File: src/sv/json_pretty_printer_defines.svh
// Assertion macros shared by the JSON pretty printer RTL.
`ifndef JSON_PRETTY_PRINTER_DEFINES_SVH
`define JSON_PRETTY_PRINTER_DEFINES_SVH

// Same-cycle implication, disabled while reset is high.
`define JPP_ASSERT_NOW(label, clk, rst, ante, cons, msg) \
   label: assert property (@(posedge clk) disable iff (rst) (ante) |-> (cons)) else $error(msg);

// Next-cycle implication, disabled while reset is high.
`define JPP_ASSERT_NEXT(label, clk, rst, ante, cons, msg) \
   label: assert property (@(posedge clk) disable iff (rst) (ante) |=> (cons)) else $error(msg);

`endif

File: src/sv/jpp_pkg.sv
// Shared types and character constants for the JSON pretty printer.
package jpp_pkg;

   localparam logic [7:0] CHAR_LBRACE    = 8'h7B;
   localparam logic [7:0] CHAR_RBRACE    = 8'h7D;
   localparam logic [7:0] CHAR_LBRACKET  = 8'h5B;
   localparam logic [7:0] CHAR_RBRACKET  = 8'h5D;
   localparam logic [7:0] CHAR_COMMA     = 8'h2C;
   localparam logic [7:0] CHAR_COLON     = 8'h3A;
   localparam logic [7:0] CHAR_QUOTE     = 8'h22;
   localparam logic [7:0] CHAR_BACKSLASH = 8'h5C;
   localparam logic [7:0] CHAR_NEWLINE   = 8'h0A;
   localparam logic [7:0] CHAR_SPACE     = 8'h20;
   localparam logic [7:0] CHAR_TAB       = 8'h09;
   localparam logic [7:0] CHAR_CR        = 8'h0D;

   localparam int unsigned PHASE_COUNT = 5;

   // Emission phases of one transaction, in output order.
   typedef enum logic [2:0] {
      PH_NL_A = 3'd0,
      PH_SP_A = 3'd1,
      PH_BYTE = 3'd2,
      PH_NL_B = 3'd3,
      PH_SP_B = 3'd4
   } phase_type;

   typedef struct packed {
      logic      load;
      logic      emit;
      phase_type phase;
      logic      last;
   } jpp_cmd_type;

   typedef struct packed {
      logic                     out_free;
      logic [PHASE_COUNT-1:0]   new_has;
      logic [PHASE_COUNT-1:0]   plan_has;
      logic                     sp_a_more;
      logic                     sp_b_more;
   } jpp_status_type;

endpackage

File: src/sv/jpp_ctrl.sv
// Sequencer that walks the emission phases of one transaction.
module jpp_ctrl (
   input  logic                    clock,
   input  logic                    reset,
   input  logic                    req_tvalid,
   output logic                    req_tready,
   input  jpp_pkg::jpp_status_type status,
   output jpp_pkg::jpp_cmd_type    cmd
);
   import jpp_pkg::*;

   typedef enum logic [2:0] {
      ST_IDLE,
      ST_NL_A,
      ST_SP_A,
      ST_BYTE,
      ST_NL_B,
      ST_SP_B
   } state_type;

   state_type state_ff, state_in;
   logic [PHASE_COUNT-1:0] later_mask;
   logic more;

   function automatic state_type first_phase(input logic [PHASE_COUNT-1:0] has);
      state_type s;
      if (has[PH_NL_A]) begin
         s = ST_NL_A;
      end else if (has[PH_SP_A]) begin
         s = ST_SP_A;
      end else if (has[PH_BYTE]) begin
         s = ST_BYTE;
      end else if (has[PH_NL_B]) begin
         s = ST_NL_B;
      end else if (has[PH_SP_B]) begin
         s = ST_SP_B;
      end else begin
         s = ST_IDLE;
      end
      return s;
   endfunction

   always_comb begin
      cmd        = '0;
      cmd.phase  = PH_NL_A;
      later_mask = '0;
      more       = 1'b0;
      req_tready = 1'b0;
      state_in   = state_ff;
      unique case (state_ff)
         ST_IDLE: begin
            req_tready = 1'b1;
            cmd.load   = req_tvalid;
            if (req_tvalid) begin
               state_in = first_phase(status.new_has);
            end
         end
         ST_NL_A: begin
            cmd.phase  = PH_NL_A;
            later_mask = 5'b11110;
         end
         ST_SP_A: begin
            cmd.phase  = PH_SP_A;
            later_mask = 5'b11100;
            more       = status.sp_a_more;
         end
         ST_BYTE: begin
            cmd.phase  = PH_BYTE;
            later_mask = 5'b11000;
         end
         ST_NL_B: begin
            cmd.phase  = PH_NL_B;
            later_mask = 5'b10000;
         end
         ST_SP_B: begin
            cmd.phase  = PH_SP_B;
            later_mask = 5'b00000;
            more       = status.sp_b_more;
         end
         default: begin
            state_in = ST_IDLE;
         end
      endcase
      if (state_ff != ST_IDLE) begin
         cmd.emit = status.out_free;
         cmd.last = !more && ((status.plan_has & later_mask) == '0);
         if (status.out_free && !more) begin
            state_in = first_phase(status.plan_has & later_mask);
         end
      end
   end

   always_ff @(posedge clock) begin
      if (reset) begin
         state_ff <= ST_IDLE;
      end else begin
         state_ff <= state_in;
      end
   end

endmodule

File: src/sv/jpp_datapath.sv
// Formatter state, per-transaction emission plan and result register.
module jpp_datapath #(
   parameter int MAX_DEPTH = 15
) (
   input  logic                    clock,
   input  logic                    reset,
   input  logic [7:0]              in_byte,
   input  logic                    chunk_start,
   input  logic                    chunk_end,
   input  jpp_pkg::jpp_cmd_type    cmd,
   output jpp_pkg::jpp_status_type status,
   output logic                    out_valid,
   input  logic                    out_ready,
   output logic [7:0]              out_byte,
   output logic                    out_last,
   output logic                    out_overflow
);
   import jpp_pkg::*;

   typedef enum logic [1:0] {
      KIND_NONE    = 2'd0,
      KIND_NEWLINE = 2'd1,
      KIND_SPACE   = 2'd2,
      KIND_OTHER   = 2'd3
   } kind_type;

   localparam logic [3:0] MaxDepth = 4'(MAX_DEPTH);

   // formatter state
   logic       in_string_ff, in_string_in;
   logic       after_escape_ff, after_escape_in;
   logic [3:0] depth_ff, depth_in;
   logic [4:0] pending_ff, pending_in;
   kind_type   kind_ff, kind_in;
   logic       overflow_ff, overflow_in;

   // emission plan
   logic       nl_a_ff, nl_a_in;
   logic [4:0] sp_a_ff, sp_a_in;
   logic       has_byte_ff, has_byte_in;
   logic [7:0] byte_ff;
   logic       nl_b_ff, nl_b_in;
   logic [4:0] sp_b_ff, sp_b_in;

   // result register
   logic       out_valid_ff, out_valid_in;
   logic [7:0] out_byte_ff, out_byte_in;
   logic       out_last_ff;
   logic       out_overflow_ff;

   logic       eff_string, eff_escape, eff_overflow;
   logic [3:0] eff_depth;
   logic [4:0] eff_pending, pend_mid;
   kind_type   eff_kind;
   logic       is_blank;

   function automatic kind_type kind_of(input logic [7:0] b);
      kind_type k;
      if (b == CHAR_NEWLINE) begin
         k = KIND_NEWLINE;
      end else if (b == CHAR_SPACE) begin
         k = KIND_SPACE;
      end else begin
         k = KIND_OTHER;
      end
      return k;
   endfunction

   always_comb begin
      eff_string   = chunk_start ? 1'b0 : in_string_ff;
      eff_escape   = chunk_start ? 1'b0 : after_escape_ff;
      eff_depth    = chunk_start ? '0 : depth_ff;
      eff_pending  = chunk_start ? '0 : pending_ff;
      eff_kind     = chunk_start ? KIND_NONE : kind_ff;
      eff_overflow = chunk_start ? 1'b0 : overflow_ff;
      is_blank     = (in_byte == CHAR_SPACE) ||
                     ((in_byte >= CHAR_TAB) && (in_byte <= CHAR_CR));

      nl_a_in         = 1'b0;
      sp_a_in         = '0;
      has_byte_in     = 1'b0;
      nl_b_in         = 1'b0;
      pend_mid        = eff_pending;
      depth_in        = eff_depth;
      in_string_in    = eff_string;
      after_escape_in = eff_escape;
      overflow_in     = eff_overflow;

      if (eff_string) begin
         sp_a_in     = eff_pending;
         has_byte_in = 1'b1;
         pend_mid    = '0;
         if (eff_escape) begin
            after_escape_in = 1'b0;
         end else if (in_byte == CHAR_BACKSLASH) begin
            after_escape_in = 1'b1;
         end else if (in_byte == CHAR_QUOTE) begin
            in_string_in = 1'b0;
         end
      end else if (in_byte == CHAR_QUOTE) begin
         sp_a_in         = eff_pending;
         has_byte_in     = 1'b1;
         pend_mid        = '0;
         in_string_in    = 1'b1;
         after_escape_in = 1'b0;
      end else if (in_byte == CHAR_LBRACE || in_byte == CHAR_LBRACKET) begin
         sp_a_in     = eff_pending;
         has_byte_in = 1'b1;
         nl_b_in     = 1'b1;
         if (eff_depth >= MaxDepth) begin
            depth_in    = MaxDepth;
            overflow_in = 1'b1;
         end else begin
            depth_in = eff_depth + 4'd1;
         end
         pend_mid = {depth_in, 1'b0};
      end else if (in_byte == CHAR_RBRACE || in_byte == CHAR_RBRACKET) begin
         nl_a_in     = (eff_kind != KIND_NONE) && (eff_kind != KIND_NEWLINE);
         depth_in    = (eff_depth != '0) ? eff_depth - 4'd1 : eff_depth;
         sp_a_in     = {depth_in, 1'b0};
         has_byte_in = 1'b1;
         pend_mid    = '0;
      end else if (in_byte == CHAR_COMMA) begin
         sp_a_in     = eff_pending;
         has_byte_in = 1'b1;
         nl_b_in     = 1'b1;
         pend_mid    = {eff_depth, 1'b0};
      end else if (in_byte == CHAR_COLON) begin
         sp_a_in     = eff_pending;
         has_byte_in = 1'b1;
         pend_mid    = 5'd1;
      end else if (!is_blank) begin
         sp_a_in     = eff_pending;
         has_byte_in = 1'b1;
         pend_mid    = '0;
      end

      sp_b_in    = chunk_end ? pend_mid : '0;
      pending_in = chunk_end ? '0 : pend_mid;

      // kind of the last byte this transaction will emit
      if (sp_b_in != '0) begin
         kind_in = KIND_SPACE;
      end else if (nl_b_in) begin
         kind_in = KIND_NEWLINE;
      end else if (has_byte_in) begin
         kind_in = kind_of(in_byte);
      end else if (sp_a_in != '0) begin
         kind_in = KIND_SPACE;
      end else if (nl_a_in) begin
         kind_in = KIND_NEWLINE;
      end else begin
         kind_in = eff_kind;
      end
   end

   always_comb begin
      status.out_free  = !out_valid_ff || out_ready;
      status.new_has   = {sp_b_in != '0, nl_b_in, has_byte_in, sp_a_in != '0, nl_a_in};
      status.plan_has  = {sp_b_ff != '0, nl_b_ff, has_byte_ff, sp_a_ff != '0, nl_a_ff};
      status.sp_a_more = sp_a_ff > 5'd1;
      status.sp_b_more = sp_b_ff > 5'd1;

      case (cmd.phase)
         PH_BYTE:          out_byte_in = byte_ff;
         PH_NL_A, PH_NL_B: out_byte_in = CHAR_NEWLINE;
         default:          out_byte_in = CHAR_SPACE;
      endcase

      if (cmd.emit) begin
         out_valid_in = 1'b1;
      end else if (out_ready) begin
         out_valid_in = 1'b0;
      end else begin
         out_valid_in = out_valid_ff;
      end
   end

   always_ff @(posedge clock) begin
      if (reset) begin
         in_string_ff    <= 1'b0;
         after_escape_ff <= 1'b0;
         depth_ff        <= '0;
         pending_ff      <= '0;
         kind_ff         <= KIND_NONE;
         overflow_ff     <= 1'b0;
         nl_a_ff         <= 1'b0;
         sp_a_ff         <= '0;
         has_byte_ff     <= 1'b0;
         nl_b_ff         <= 1'b0;
         sp_b_ff         <= '0;
         out_valid_ff    <= 1'b0;
      end else begin
         out_valid_ff <= out_valid_in;
         if (cmd.load) begin
            in_string_ff    <= in_string_in;
            after_escape_ff <= after_escape_in;
            depth_ff        <= depth_in;
            pending_ff      <= pending_in;
            kind_ff         <= kind_in;
            overflow_ff     <= overflow_in;
            nl_a_ff         <= nl_a_in;
            sp_a_ff         <= sp_a_in;
            has_byte_ff     <= has_byte_in;
            nl_b_ff         <= nl_b_in;
            sp_b_ff         <= sp_b_in;
         end else if (cmd.emit) begin
            case (cmd.phase)
               PH_NL_A: nl_a_ff     <= 1'b0;
               PH_SP_A: sp_a_ff     <= sp_a_ff - 5'd1;
               PH_BYTE: has_byte_ff <= 1'b0;
               PH_NL_B: nl_b_ff     <= 1'b0;
               default: sp_b_ff     <= sp_b_ff - 5'd1;
            endcase
         end
      end
   end

   always_ff @(posedge clock) begin
      if (cmd.load) begin
         byte_ff <= in_byte;
      end
      if (cmd.emit) begin
         out_byte_ff     <= out_byte_in;
         out_last_ff     <= cmd.last;
         out_overflow_ff <= overflow_ff;
      end
   end

   assign out_valid    = out_valid_ff;
   assign out_byte     = out_byte_ff;
   assign out_last     = out_last_ff;
   assign out_overflow = out_overflow_ff;

endmodule

File: src/sv/json_pretty_printer.sv
// Top level of the streaming JSON pretty printer.
//
//   channel   dir   tdata            tuser            tlast
//   req_      in    in_byte [7:0]    chunk_start      chunk_end
//   rsp_      out   out_byte [7:0]   depth_overflow   run_last
//
// After an input byte is accepted, the emission sequencer issues its result
// bytes into the result register, one byte a cycle while that register is
// free, and the block takes no new byte until the last result is issued.
// A byte that causes no result leaves the block ready for the next byte.
// Reset (synchronous, active high) clears all formatter state and the
// result valid flag; chunk_start clears the formatter state for its byte.
// A stall on rsp_ holds the sequencer; req_tready stays low until the
// last result of the current transaction has entered the result register.
`include "json_pretty_printer_defines.svh"

module json_pretty_printer #(
   parameter int MAX_DEPTH = 15
) (
   input  logic       clock,
   input  logic       reset,
   input  logic       req_tvalid,
   output logic       req_tready,
   input  logic [7:0] req_tdata,   // [7:0] in_byte
   input  logic       req_tuser,   // [0] chunk_start
   input  logic       req_tlast,   // chunk_end
   output logic       rsp_tvalid,
   input  logic       rsp_tready,
   output logic [7:0] rsp_tdata,   // [7:0] out_byte
   output logic       rsp_tuser,   // [0] depth_overflow
   output logic       rsp_tlast    // run_last
);
   import jpp_pkg::*;

   jpp_cmd_type    cmd;
   jpp_status_type status;

   // Walk the plan: newline, indent, byte, newline, flushed spaces.
   jpp_ctrl u_ctrl (
      .clock      (clock),
      .reset      (reset),
      .req_tvalid (req_tvalid),
      .req_tready (req_tready),
      .status     (status),
      .cmd        (cmd)
   );

   // Hold formatter state, build the plan on accept, drive the result register.
   jpp_datapath #(
      .MAX_DEPTH (MAX_DEPTH)
   ) u_datapath (
      .clock        (clock),
      .reset        (reset),
      .in_byte      (req_tdata),
      .chunk_start  (req_tuser),
      .chunk_end    (req_tlast),
      .cmd          (cmd),
      .status       (status),
      .out_valid    (rsp_tvalid),
      .out_ready    (rsp_tready),
      .out_byte     (rsp_tdata),
      .out_last     (rsp_tlast),
      .out_overflow (rsp_tuser)
   );

   // Never overwrite a result that has not been taken.
   `JPP_ASSERT_NOW(a_emit_into_free, clock, reset, cmd.emit, status.out_free, "emit into full result register")
   // No emission while waiting for a new transaction.
   `JPP_ASSERT_NOW(a_idle_quiet, clock, reset, req_tready, !cmd.emit, "emission while idle")
   // After the last result of a transaction the sequencer is ready again.
   `JPP_ASSERT_NEXT(a_last_to_idle, clock, reset, cmd.emit && cmd.last, req_tready, "not idle after last result")

endmodule

File: config.mk
export PLATFORM = sky130hd
export DESIGN_NAME = json_pretty_printer
export DESIGN_NICKNAME = d
export VERILOG_FILES = /design/src/sv/jpp_pkg.sv /design/src/sv/jpp_ctrl.sv /design/src/sv/jpp_datapath.sv /design/src/sv/json_pretty_printer.sv
export VERILOG_INCLUDE_DIRS = /design/src /design/src/sv
export SDC_FILE = /design/constraint.sdc
export NUM_CORES = 1
export LEC_CHECK = 0
export BUFFER_PORTS_ARGS = -buffer_cell sky130_fd_sc_hd__buf_2
export CAP_MARGIN = 15
export CORE_UTILIZATION = 59
export DETAILED_ROUTE_END_ITERATION = 16
export GPL_TIMING_DRIVEN = 0
export PLACE_DENSITY = 0.89
export REMOVE_ABC_BUFFERS = 1
export SYNTH_ARGS = -nofsm -noshare
export SYNTH_HDL_FRONTEND = slang
export SYNTH_SLANG_ARGS = --single-unit
File: constraint.sdc
create_clock -name clock -period 2.5 [get_ports clock]
set_input_delay 0.25 -clock clock [delete_from_list [all_inputs] [get_ports clock]]
set_output_delay 0.25 -clock clock [all_outputs]
set_load 0.02 [all_outputs]
After elaboration in Yosys (flattened, before gate mapping)
Index checks and enable logic that the tools add are counted.
Widths: inputs -> output; s select.
{"block": "classes", "addsub": 4, "order_cmp": 5, "n_eq_ne": 20, "muxes": 102, "bitwise": 1, "reduce_logical": 34}
{"operator": "$mux 5", "count": 23}
{"operator": "$mux 1", "count": 47}
{"operator": "$eq 8x7->1 const B", "count": 5}
{"operator": "$mux 3", "count": 13}
{"operator": "$eq 8x6->1 const B", "count": 4}
{"operator": "$mux 4", "count": 7}
{"operator": "$pmux 5 s4", "count": 1}
{"operator": "$reduce_bool 5->1", "count": 4}
{"operator": "$pmux 8 s2", "count": 1}
{"operator": "$mux 2", "count": 7}
{"operator": "$reduce_bool 2->1", "count": 7}
{"operator": "$eq 3x2->1 const B", "count": 4}
{"operator": "$pmux 3 s4", "count": 1}
{"operator": "$gt 5x1->1 const B", "count": 2}
{"operator": "$reduce_and 2->1", "count": 5}
{"operator": "$sub 5x1->5 const B", "count": 2}
{"operator": "$eq 8x4->1 const B", "count": 1}
{"operator": "$ge 8x4->1 const B", "count": 1}
{"operator": "$le 8x4->1 const B", "count": 1}
{"operator": "$eq 3x1->1 const B", "count": 2}
{"operator": "$eq 3x3->1 const B", "count": 2}
{"operator": "$logic_not 3->1", "count": 2}
{"operator": "$pmux 3 s2", "count": 1}
{"operator": "$and 5x5->5", "count": 1}
{"operator": "14 further kinds", "count": 22}
{"block": "word_totals", "regBits": 49}

Longest topological paths before layout
Gate-level depths: netlist (run 1).
{"block": "logic_depth", "depth_word": 21, "mapped_depth": 10, "depth_no_buf": 10}

Cells and area by module
Synthesis (run 1) repeated with hierarchy kept, for this count alone.
{"block": "unflattened", "hier_cells": 373, "hier_area_um2": 3125.5}
{"mod": "jpp_datapath", "n_inst": 1, "cells_each": 310, "area_per_inst_um2": 2672.6, "seq_area_each_um2": 1081.0}
{"mod": "jpp_ctrl", "n_inst": 1, "cells_each": 63, "area_per_inst_um2": 452.9, "seq_area_each_um2": 60.1}

Worst setup path after synthesis (run 1)
OpenSTA, ideal clock, no wires.
{"block": "synth_timing", "kind": "register to register", "startpoint": "register u_ctrl.state_ff[0]", "endpoint": "register u_datapath.depth_ff[2]", "arrival_ns": 2.265, "setup_slack_ns": 0.165, "stages_incl_launch_ff": 8, "n_path_buf": 2, "synth_period_minus_slack_ns": 2.335, "path_cell_list": "dfxtp_1 nor3_1 nand2_1 clkbuf_1 clkinv_1 buf_1 o21ai_0 a21oi_1"}
{"element": "from (decl)", "line_no": "jpp_ctrl.sv:21", "source": "state_type state_ff, state_in;"}
{"element": "from (signal assigned)", "line_no": "jpp_ctrl.sv:97", "source": "state_ff <= state_in;"}
{"element": "to (signal assigned)", "line_no": "jpp_datapath.sv:198", "source": "depth_ff <= depth_in;"}
{"element": "to (decl)", "line_no": "jpp_datapath.sv:32", "source": "logic [3:0] depth_ff, depth_in;"}

Final worst setup path (run 1)
{"block": "layout_timing", "startpoint": "register u_datapath.depth_ff[0]", "endpoint": "register u_ctrl.state_ff[0]"}
{"block": "layout_via", "elab_chain_cells": 17}
{"element": "$mux 4 *", "line_no": "jpp_datapath.sv:72", "source": "eff_depth = chunk_start ? '0 : depth_ff;"}
{"element": "$add 4x1->4 (tied with other cells)", "line_no": "jpp_datapath.sv:114", "source": "depth_in = eff_depth + 4'd1;"}
{"element": "$mux 4 or $mux 5 (tied branches)", "line_no": "jpp_datapath.sv:110, jpp_datapath.sv:117"}
{"element": "$mux 5", "line_no": "jpp_datapath.sv:106", "source": "end else if (in_byte == CHAR_LBRACE || in_byte == CHAR_LBRACKET) begin"}
{"element": "$mux 5", "line_no": "jpp_datapath.sv:100", "source": "end else if (in_byte == CHAR_QUOTE) begin"}
{"element": "$mux 5", "line_no": "jpp_datapath.sv:89", "source": "if (eff_string) begin"}
{"element": "$mux 5", "line_no": "jpp_datapath.sv:138", "source": "sp_b_in = chunk_end ? pend_mid : '0;"}
{"element": "$reduce_bool 5->1", "line_no": "jpp_datapath.sv:159", "source": "status.new_has = {sp_b_in != '0, nl_b_in, has_byte_in, sp_a_in != '0, nl_a_in};"}
{"element": "$mux 3", "line_no": "jpp_ctrl.sv:35", "source": "end else if (has[PH_SP_B]) begin"}
{"element": "$mux 3", "line_no": "jpp_ctrl.sv:33", "source": "end else if (has[PH_NL_B]) begin"}
{"element": "$mux 3", "line_no": "jpp_ctrl.sv:31", "source": "end else if (has[PH_BYTE]) begin"}
{"element": "$mux 3 *", "line_no": "jpp_ctrl.sv:29", "source": "end else if (has[PH_SP_A]) begin"}
{"element": "$mux 3 *", "line_no": "jpp_ctrl.sv:27", "source": "if (has[PH_NL_A]) begin"}
{"element": "$mux 3 *", "line_no": "jpp_ctrl.sv:54", "source": "if (req_tvalid) begin"}
{"element": "$pmux 3 s2 *", "line_no": "jpp_ctrl.sv:50", "source": "unique case (state_ff)"}
{"element": "$mux 3", "line_no": "jpp_ctrl.sv:87", "source": "if (status.out_free && !more) begin"}
{"element": "$mux 3 *", "line_no": "jpp_ctrl.sv:84", "source": "if (state_ff != ST_IDLE) begin"}
Every way passes the cells marked *; elsewhere a longest branch is shown, timed or not.
A chain may end at the register's enable or synchronous reset.

==> results.cfg, run 1 <==
[worst_setup_path]
crit_chain = nand2b_1 > ha_2 > nand2b_1 > a21oi_1 > o41a_1 > or4_1 > a211oi_2 > nand3_1 > o21ai_1
critPathLaunchType = register
cpMostUsedCell = nand2b_1
crit_type = register to register
cp_slowest_stage_delay_ps = 430
crit_arrival_ps = 2620
critPathMaxFanout = 8
cp_top_family = compound AO/OA/AOI/OAI gates
required_ps = 2750
cp_slowest_cell = o41a_1
end_kind = register
path_buf_inv = 0

[detailed_routing]
first_pass_iters = 5
drc_errors = 0
drtAntennaViolNets = 0
wl_per_cell_um = 16.7
vias_per_cell = 6.63
routed_wl_um = 6740
drtIter0Drc = 367
num_vias = 2671

[yosys]
syn_avg_cell_area_um2 = 8.55
synthArstFlopShare_pct = 0
synth_area_um2 = 2860
synth-seq-area-share_pct = 39.2
synth-edff-count = 18
yosys_warnings = 0
ys_ff_latch = 47
yosys_most_used_dff = dfxtp_1
netlist-cell-type-count = 59
syn-instance-count = 334

[clocking]
cts_root_buf = clkbuf_8
cts_tree = built
path_clk_slew_ps = 100
cts_setup_buffers = 0
cts.sinks = 47
clock_path_buffers = 2
clk_latency_ps = 310
cts_buffers = 5
cts_max_level = 2

[sta]
period_minus_slack_ps = 2370
holdWs_ps = 187
max_slew_margin_pct = 45.1
fmax_ghz = 0.422
rsz0062_at_grt = no
skew_ps = 11.5
tns_ps = 0
fin_crit_sh_pct = 94.9
finalSetupViolCount = 0
slew_violations = 0
finalHoldViolCount = 0
worst_pin_slew_ps = 817

[layout]
final_common_cell = nor2_1
multi_input_area_um2 = 1650
fin_nets = 372
regArea_um2 = 1120
drive_above_1_share_pct = 16.0
final_cell_mix = nor2_1 (34), nand2_1 (29), a21oi_1 (29), dfxtp_1 (26), buf_2 (25)
diodes = 0
fillers = 358
finish.utilization_pct = 69.0
area_growth_pct = 8.80

[global_routing]
track_usage_pct = 28.6
grt_pass1_wl_um = 11400
grt_max_degree = 31
overflow = 0
grt_pass1_vias = 2464
antenna_found_initial = 0

[power_and_ir_drop]
power_density_nw_per_um2 = 894
p_switching_mw = 1.15
leakagePower_nw = 1.14
p_int_mw = 1.63
pwr-share-comb_pct = 39.7
pwr-share-seq_pct = 42.9
max-vdd-ir-drop_mv = 0.386
switching_share_pct = 41.4
finalPower_mw = 2.78
pwr-share-clk_pct = 17.4

[floorplan]
die_x_um = 71.6
coreArea_um2 = 4500
die_area_um2 = 5120
rows = 24
die_height_um = 71.6
ios = 26
start_util_pct = 63.4

[run_status]
status = completed

[placement]
portBuffers = 25
dp_hpwl_um = 4770
gp_congestion = 0.924

[min_path]
hp-class = input pin to register

[job]
drv_cap = 0
==> layout make-up <==
type	instances	area share, %
multi-input combinational	259	53.1
sequential	47	36.2
timing repair buffer	25	4.03
clock buffer	5	2.21
tap	52	2.09
inverter	12	1.53
clock inverter	3	0.886
==> synthesized netlist by cell type (2+ instances only) <==
library cell / n / share of area [%]
a211oi_1: 8 / 2.1
ha_1: 8 / 3.5
nand3b_1: 5 / 1.3
nand2_2: 2 / 0.44
o31ai_1: 4 / 1.1
nand2_1: 30 / 3.9
inv_2: 2 / 0.26
edfxtp_1: 18 / 19
mux2i_1: 2 / 0.70
a31oi_1: 5 / 1.1
nor2_1: 34 / 4.5
or4_1: 4 / 1.1
inv_1: 9 / 1.2
a22oi_1: 9 / 2.4
or4_4: 2 / 0.79
nand3_1: 13 / 2.3
or3_1: 6 / 1.3
nor2b_1: 8 / 1.8
a21oi_1: 29 / 5.1
dfxtp_1: 29 / 20
clkbuf_1: 13 / 1.7
o21ai_1: 2 / 0.35
xnor2_1: 4 / 1.2
xor2_1: 4 / 1.2
o21ai_0: 13 / 2.3
and3_1: 8 / 1.8
nor4_1: 4 / 0.88
nand4_1: 2 / 0.44
nor3_1: 14 / 2.5
buf_1: 2 / 0.26
o41a_1: 2 / 0.79
nand2b_1: 7 / 1.5
and2_1: 3 / 0.66
o21bai_1: 4 / 1.1
==> cells by family (layout without fill, tap and decap cells) <==
logic type / count (synthesis) / after routing / share of synthesized area [%]
buf+inv: 28 / 45 / 3.72
xor+xnor: 8 / 8 / 2.45
flops: 47 / 47 / 39.2
compound gates: 92 / 92 / 22.6
fa+ha+maj: 8 / 8 / 3.50
mux: 2 / 2 / 0.701
simple gates: 149 / 149 / 27.8
==> registers in the layout (all words and copies together) (netlist names) <==
| signal | cells |
|---|---|
| u_datapath.byte_ff | 8 |
| u_datapath.out_byte | 8 |
| u_datapath.pending_ff | 5 |
| u_datapath.sp_a_ff | 5 |
| u_datapath.sp_b_ff | 5 |
| u_datapath.depth_ff | 4 |
| u_ctrl.state_ff | 3 |
| u_datapath.after_escape_ff | 1 |
| u_datapath.has_byte_ff | 1 |
| u_datapath.in_string_ff | 1 |
| u_datapath.kind_ff | 1 |
| u_datapath.nl_b_ff | 1 |
| u_datapath.out_last | 1 |
| u_datapath.out_overflow | 1 |
| u_datapath.out_valid | 1 |
| u_datapath.overflow_ff | 1 |
==> what timing repair did <==
item,in CTS,in global routing
endpoints found under the setup margin,29,9
hold buffers,0,0
hold endpoints to repair,0,0
resized for setup,6,4
==> per-stage QoR <==
step / std cells / setup WS (ps) / instance area (µm²)
2_1_floorplan: 318 / -465 / 2800
3_3_place_gp: 395 / -929 / 2990
3_5_place_dp: 395 / -1050 / 2990
4_1_cts: 403 / 44.5 / 3090
5_1_grt: 403 / 7.06 / 3110
6_report: 403 / 129 / 3110
==> worst register-to-register path, stage by stage, from the launching register on <==
cell and delay [ps]:
dfxtp_2 370, nand2b_1 150, ha_2 260, nand2b_1 120
a21oi_1 80, o41a_1 430, or4_1 420, a211oi_2 260
nand3_1 110, o21ai_1 110
==> power groups by stage <==
stage	Clock, mW	Sequential (mW)	Combinational, mW
after floorplan	0	1.28	0.669
after global placement	0	1.19	1.03
after detailed placement	0	1.20	1.07
after CTS	0.497	1.19	1.08
after global routing	0.526	1.22	1.22
final	0.485	1.19	1.10
==> per-layer routing <==
layer	routed length, µm	up-vias	track usage, %
li1	-	1275	-
met1	2900	1265	37.1
met2	3220	115	45.6
met3	454	16	5.77
met4	158	0	14.8
met5	0	-	0
==> final timing paths <==
path	start	slack, ps	cells past startpoint	to
setup / recovery	u_datapath.depth_ff[0]$_SDFFE_PP0P_	130	9	u_ctrl.state_ff[0]$_SDFF_PP0_
hold / removal	req_tdata[6]	190	1	u_datapath.byte_ff[6]$_DFFE_PP_
setup reg to reg	u_datapath.depth_ff[0]$_SDFFE_PP0P_	130	9	u_ctrl.state_ff[0]$_SDFF_PP0_
hold reg to reg	u_datapath.overflow_ff$_SDFFE_PP0P_	460	0	u_datapath.out_overflow$_DFFE_PP_
No activity file was read; power rests on OpenSTA's default activity.
==> run 2: changes to the inputs <==
==> constraint.sdc (replaced) <==
create_clock -name clock -period 2.5 [get_ports clock]
set_input_delay 0.5 -clock clock [delete_from_list [all_inputs] [get_ports clock]]
set_output_delay 0.5 -clock clock [all_outputs]
set_load 0.02 [all_outputs]
==> run 2 against run 1 <==
Against the previous run:
- hold slack better by 250 ps
- sequential cell count unchanged
- combinational power about the same
- clock power about the same
- setup slack worse by 31 ps
- global-route usage up 0.090 points
- sequential share of layout area down 0.45 points
- count of clock-buffer cells in the layout unchanged
- critical path depth down 2
- clock skew down 0.96 ps
- non-clock buffer count up 2
- first-iteration DRC count up 4.4%
==> results.cfg, run 2 (same netlist as run 1, synthesis figures left out) <==
[job]
drv_cap = 0

[worst_setup_path]
critPathMaxFanout = 7
cp.depth = 7
cp_slowest_cell = or4b_4
crit_chain = buf_2 > or4b_4 > nor3_1 > a22oi_1 > o21bai_1 > nor4_4 > o41ai_2
cp_slowest_stage_delay_ps = 560
end_kind = register
path_buf_inv = 1
crit_type = input pin to register
r2r_cells = 6
cp_top_family = simple AND/OR/NAND/NOR gates
required_ps = 2710
critPathLaunchType = input pin
crit_arrival_ps = 2610

[detailed_routing]
first_pass_iters = 5
drc_errors = 0
num_vias = 2667
drtAntennaViolNets = 0
vias_per_cell = 6.59
drtIter0Drc = 383
wl_per_cell_um = 16.9
routed_wl_um = 6830

[floorplan]
rows = 24
die_height_um = 71.6
start_util_pct = 63.4
coreArea_um2 = 4500
die_area_um2 = 5120
ios = 26
die_x_um = 71.6

[placement]
dpl.cell_count = 395
portBuffers = 25
dp_hpwl_um = 4770
gp_congestion = 0.924
postPlaceCellArea_um2 = 2990

[layout]
fin_area_um2 = 3150
diodes = 0
area_growth_pct = 10.2
final_cell_mix = nor2_1 (34), a21oi_1 (29), nand2_1 (28), dfxtp_1 (26), buf_2 (24)
fin_nets = 374
drive_above_1_share_pct = 17.3
final_common_cell = nor2_1
fillers = 352
fin_cells = 405

[global_routing]
grt_max_degree = 31
track_usage_pct = 28.7
antenna_found_initial = 0
overflow = 0
grt_pass1_wl_um = 11400
grt_pass1_vias = 2439

[clocking]
cts_buffers = 5
clock_path_buffers = 2
cts.sinks = 47
cts_tree = built
cts_max_level = 2
holdBufCountCts = 0
clk_latency_ps = 310
path_clk_slew_ps = 90
cts_root_buf = clkbuf_8

[sta]
holdWs_ps = 435
fin_crit_sh_pct = 96.1
finalHoldViolCount = 0
period_minus_slack_ps = 2400
rsz0062_at_grt = no
worst_pin_slew_ps = 793
skew_ps = 10.6
tns_ps = 0
finalSetupViolCount = 0
fmax_ghz = 0.416
slew_violations = 0
max_slew_margin_pct = 46.7

[power_and_ir_drop]
finalPower_mw = 2.78
leakagePower_nw = 1.15
power_density_nw_per_um2 = 884
max-vdd-ir-drop_mv = 0.387

[min_path]
hold_path_depth = 1
hp-class = input pin to register

[run_status]
status = completed
[run 2: final timing paths]
| kind | slack, ps | from | endpoint |
|---|---|---|---|
| max | 100 | req_tdata[0] | u_datapath.kind_ff[1]$_SDFFE_PP0P_ |
| max reg2reg | 190 | u_ctrl.state_ff[1]$_SDFF_PP0_ | u_ctrl.state_ff[0]$_SDFF_PP0_ |
| min | 430 | req_tdata[6] | u_datapath.byte_ff[6]$_DFFE_PP_ |
| min reg2reg | 470 | u_datapath.overflow_ff$_SDFFE_PP0P_ | u_datapath.out_overflow$_DFFE_PP_ |
[run 2: what timing repair did]
item,in CTS,in global routing
hold endpoints to repair,0,0
setup buffers,0,2
gates resized for setup,6,10
endpoints found under the setup margin,29,12
[run 2: metrics by stage]
step | setup WS, ps | utilization, %
after floorplan | -465 | -
after global placement | -929 | 66.3
after detailed placement | -1050 | 66.3
after CTS | 34.4 | 68.8
after global routing | 7.06 | 69.9
final | 98.1 | 69.9
[run 2: layout make-up]
cell class	count	area [µm²]	area share, %
Multi-Input combinational cell	259	1670	53.1
Sequential cell	47	1120	35.7
Timing Repair Buffer	27	143	4.53
Clock buffer	5	68.8	2.19
Tap cell	52	65.1	2.07
Inverter	12	47.5	1.51
Clock inverter	3	27.5	0.875
[run 2: power by group]
| group | internal, mW | switching, mW |
|---|---|---|
| clock | 0.207 | 0.279 |
| sequential | 1.03 | 0.156 |
| combinational | 0.388 | 0.716 |
| total | 1.63 | 1.15 |
[run 2: worst register-to-register path, delay by kind of cell (launching register included)]
kind | cells | cell delay, ps
simple gates | 4 | 1440
flops | 1 | 440
compound gates | 2 | 380
[run 2: per-layer routing]
metal	routed length (µm)	up-vias	global-route usage [%]
li1	-	1282	-
met1	2940	1235	38.1
met2	3280	134	46.5
met3	455	16	4.78
met4	152	0	12.6
met5	0	-	0
==> run 3: changes to the inputs <==
PLACE_DENSITY = 0.79   (was 0.89)
==> run 3 against run 2 <==
Against the previous run:
- register-to-register slack about the same
- total power down 0.62%
- global-route usage down 0.40 points
- via count down 4.3%
- first-iteration DRC count down 45%
- fmax up 1.2%
- largest cell class unchanged
- highest routed layer unchanged
==> results.cfg, run 3 (same netlist as run 1, synthesis figures left out) <==
[detailed_routing]
routed_wl_um = 6680
drtAntennaViolNets = 0
drc_errors = 0
num_vias = 2552
wl_per_cell_um = 16.6
drtIter0Drc = 210
first_pass_iters = 4
vias_per_cell = 6.33

[placement]
dp_hpwl_um = 4700
postPlaceCellArea_um2 = 2990
portBuffers = 25
dpl.cell_count = 395
gp_congestion = 0.920

[floorplan]
coreArea_um2 = 4500
die_height_um = 71.6
die_area_um2 = 5120
rows = 24
die_x_um = 71.6
ios = 26
start_util_pct = 63.4

[worst_setup_path]
r2r_cells = 9
end_kind = register
crit_arrival_ps = 2560
critPathMaxFanout = 7
required_ps = 2680
crit_type = input pin to register
regToRegSetupSlack_ps = 200
critPathLaunchType = input pin

[clocking]
path_clk_slew_ps = 90
cts_tree = built
cts.sinks = 47
clock_path_buffers = 2
clk_latency_ps = 300
cts_root_buf = clkbuf_8
cts_buffers = 5
cts_max_level = 2

[layout]
final_cell_mix = nor2_1 (34), a21oi_1 (29), nand2_1 (28), dfxtp_1 (26), buf_2 (24)
diodes = 0
final_common_cell = nor2_1
fin_nets = 372
fin_area_um2 = 3130
fin_cells = 403
area_growth_pct = 9.46
drive_above_1_share_pct = 16.5

[sta]
worst_pin_slew_ps = 849
holdWs_ps = 436
max_slew_margin_pct = 43.2
fin_crit_sh_pct = 95.0
fmax_ghz = 0.421
finalHoldViolCount = 0
finalSetupViolCount = 0
skew_ps = 8.49
rsz0062_at_grt = no
period_minus_slack_ps = 2370
slew_violations = 0

[global_routing]
grt_pass1_wl_um = 11400
overflow = 0
grt_pass1_vias = 2397
grt_max_degree = 31
track_usage_pct = 28.3
antenna_found_initial = 0

[power_and_ir_drop]
leakagePower_nw = 1.15
power_density_nw_per_um2 = 884
max-vdd-ir-drop_mv = 0.407

[job]
drv_cap = 0

[run_status]
status = completed

[min_path]
hold_path_depth = 1
hp-class = input pin to register
[run 3: changes by cell type in the layout (fill, tap and decap cells not counted), sizes merged]
| cell | delta |
|---|---|
| buf | -1 |
| clkinv | +1 |
| inv | -2 |
| clkbuf | +1 |
| clkinvlp | -1 |
[run 3: critical path, stage by stage]
cell and delay (ps):
buf_2 140, or4b_4 550, or4_4 480, o2111ai_4 150, a21o_4 140, o2111ai_2 140
nor4_4 340, o21ai_1 110
[run 3: through the flow]
step	TNS, ps	util [%]	worst slack (ps)	power (mW)
CTS	0	68.8	42.9	2.75
detailed placement	-23890	66.3	-1130	2.27
finish	0	69.4	125	2.76
global route	0	69.4	13.6	2.93
global placement	-23190	66.3	-1100	2.24
floorplan	-5450	-	-465	1.95
[run 3: what timing repair did]
action / 4_1_cts / 5_1_grt
endpoints found under the hold margin: 0 / 0
gates resized for setup: 7 / 9
buffers inserted: 0 / 0
hold buffers: 0 / 0
setup endpoints to repair: 27 / 13
cloned: 0 / 0
[run 3: final cells by class]
| class | count | area [µm²] |
|---|---|---|
| sequential | 47 | 1120 |
| inverter | 12 | 47.5 |
| clock buffer | 7 | 86.3 |
| tap | 52 | 65.1 |
| clock inverter | 1 | 5.00 |
| multi-input combinational | 259 | 1670 |
| fill | 369 | 1380 |
| timing repair buffer | 25 | 128 |
[run 3: final timing paths]
| check | from | endpoint |
|---|---|---|
| max | req_tdata[0] | u_ctrl.state_ff[0]$_SDFF_PP0_ |
| max reg2reg | u_datapath.depth_ff[0]$_SDFFE_PP0P_ | u_ctrl.state_ff[0]$_SDFF_PP0_ |
| min | req_tdata[7] | u_datapath.byte_ff[7]$_DFFE_PP_ |
| min reg2reg | u_datapath.overflow_ff$_SDFFE_PP0P_ | u_datapath.out_overflow$_DFFE_PP_ |
[run 3: power breakdown]
part / internal, mW / total, mW / switching [mW]
logic: 0.389 / 1.10 / 0.709
registers: 1.04 / 1.19 / 0.156
clock network: 0.224 / 0.474 / 0.251
[run 3: routing by layer]
layer	GRT usage, %	part of all wire (%)	vias to the layer above
li1	-	-	1274
met1	39.5	47	1166
met2	43.6	45	97
met3	5.49	6.1	15
met4	11.3	2.1	0
met5	0	0	-
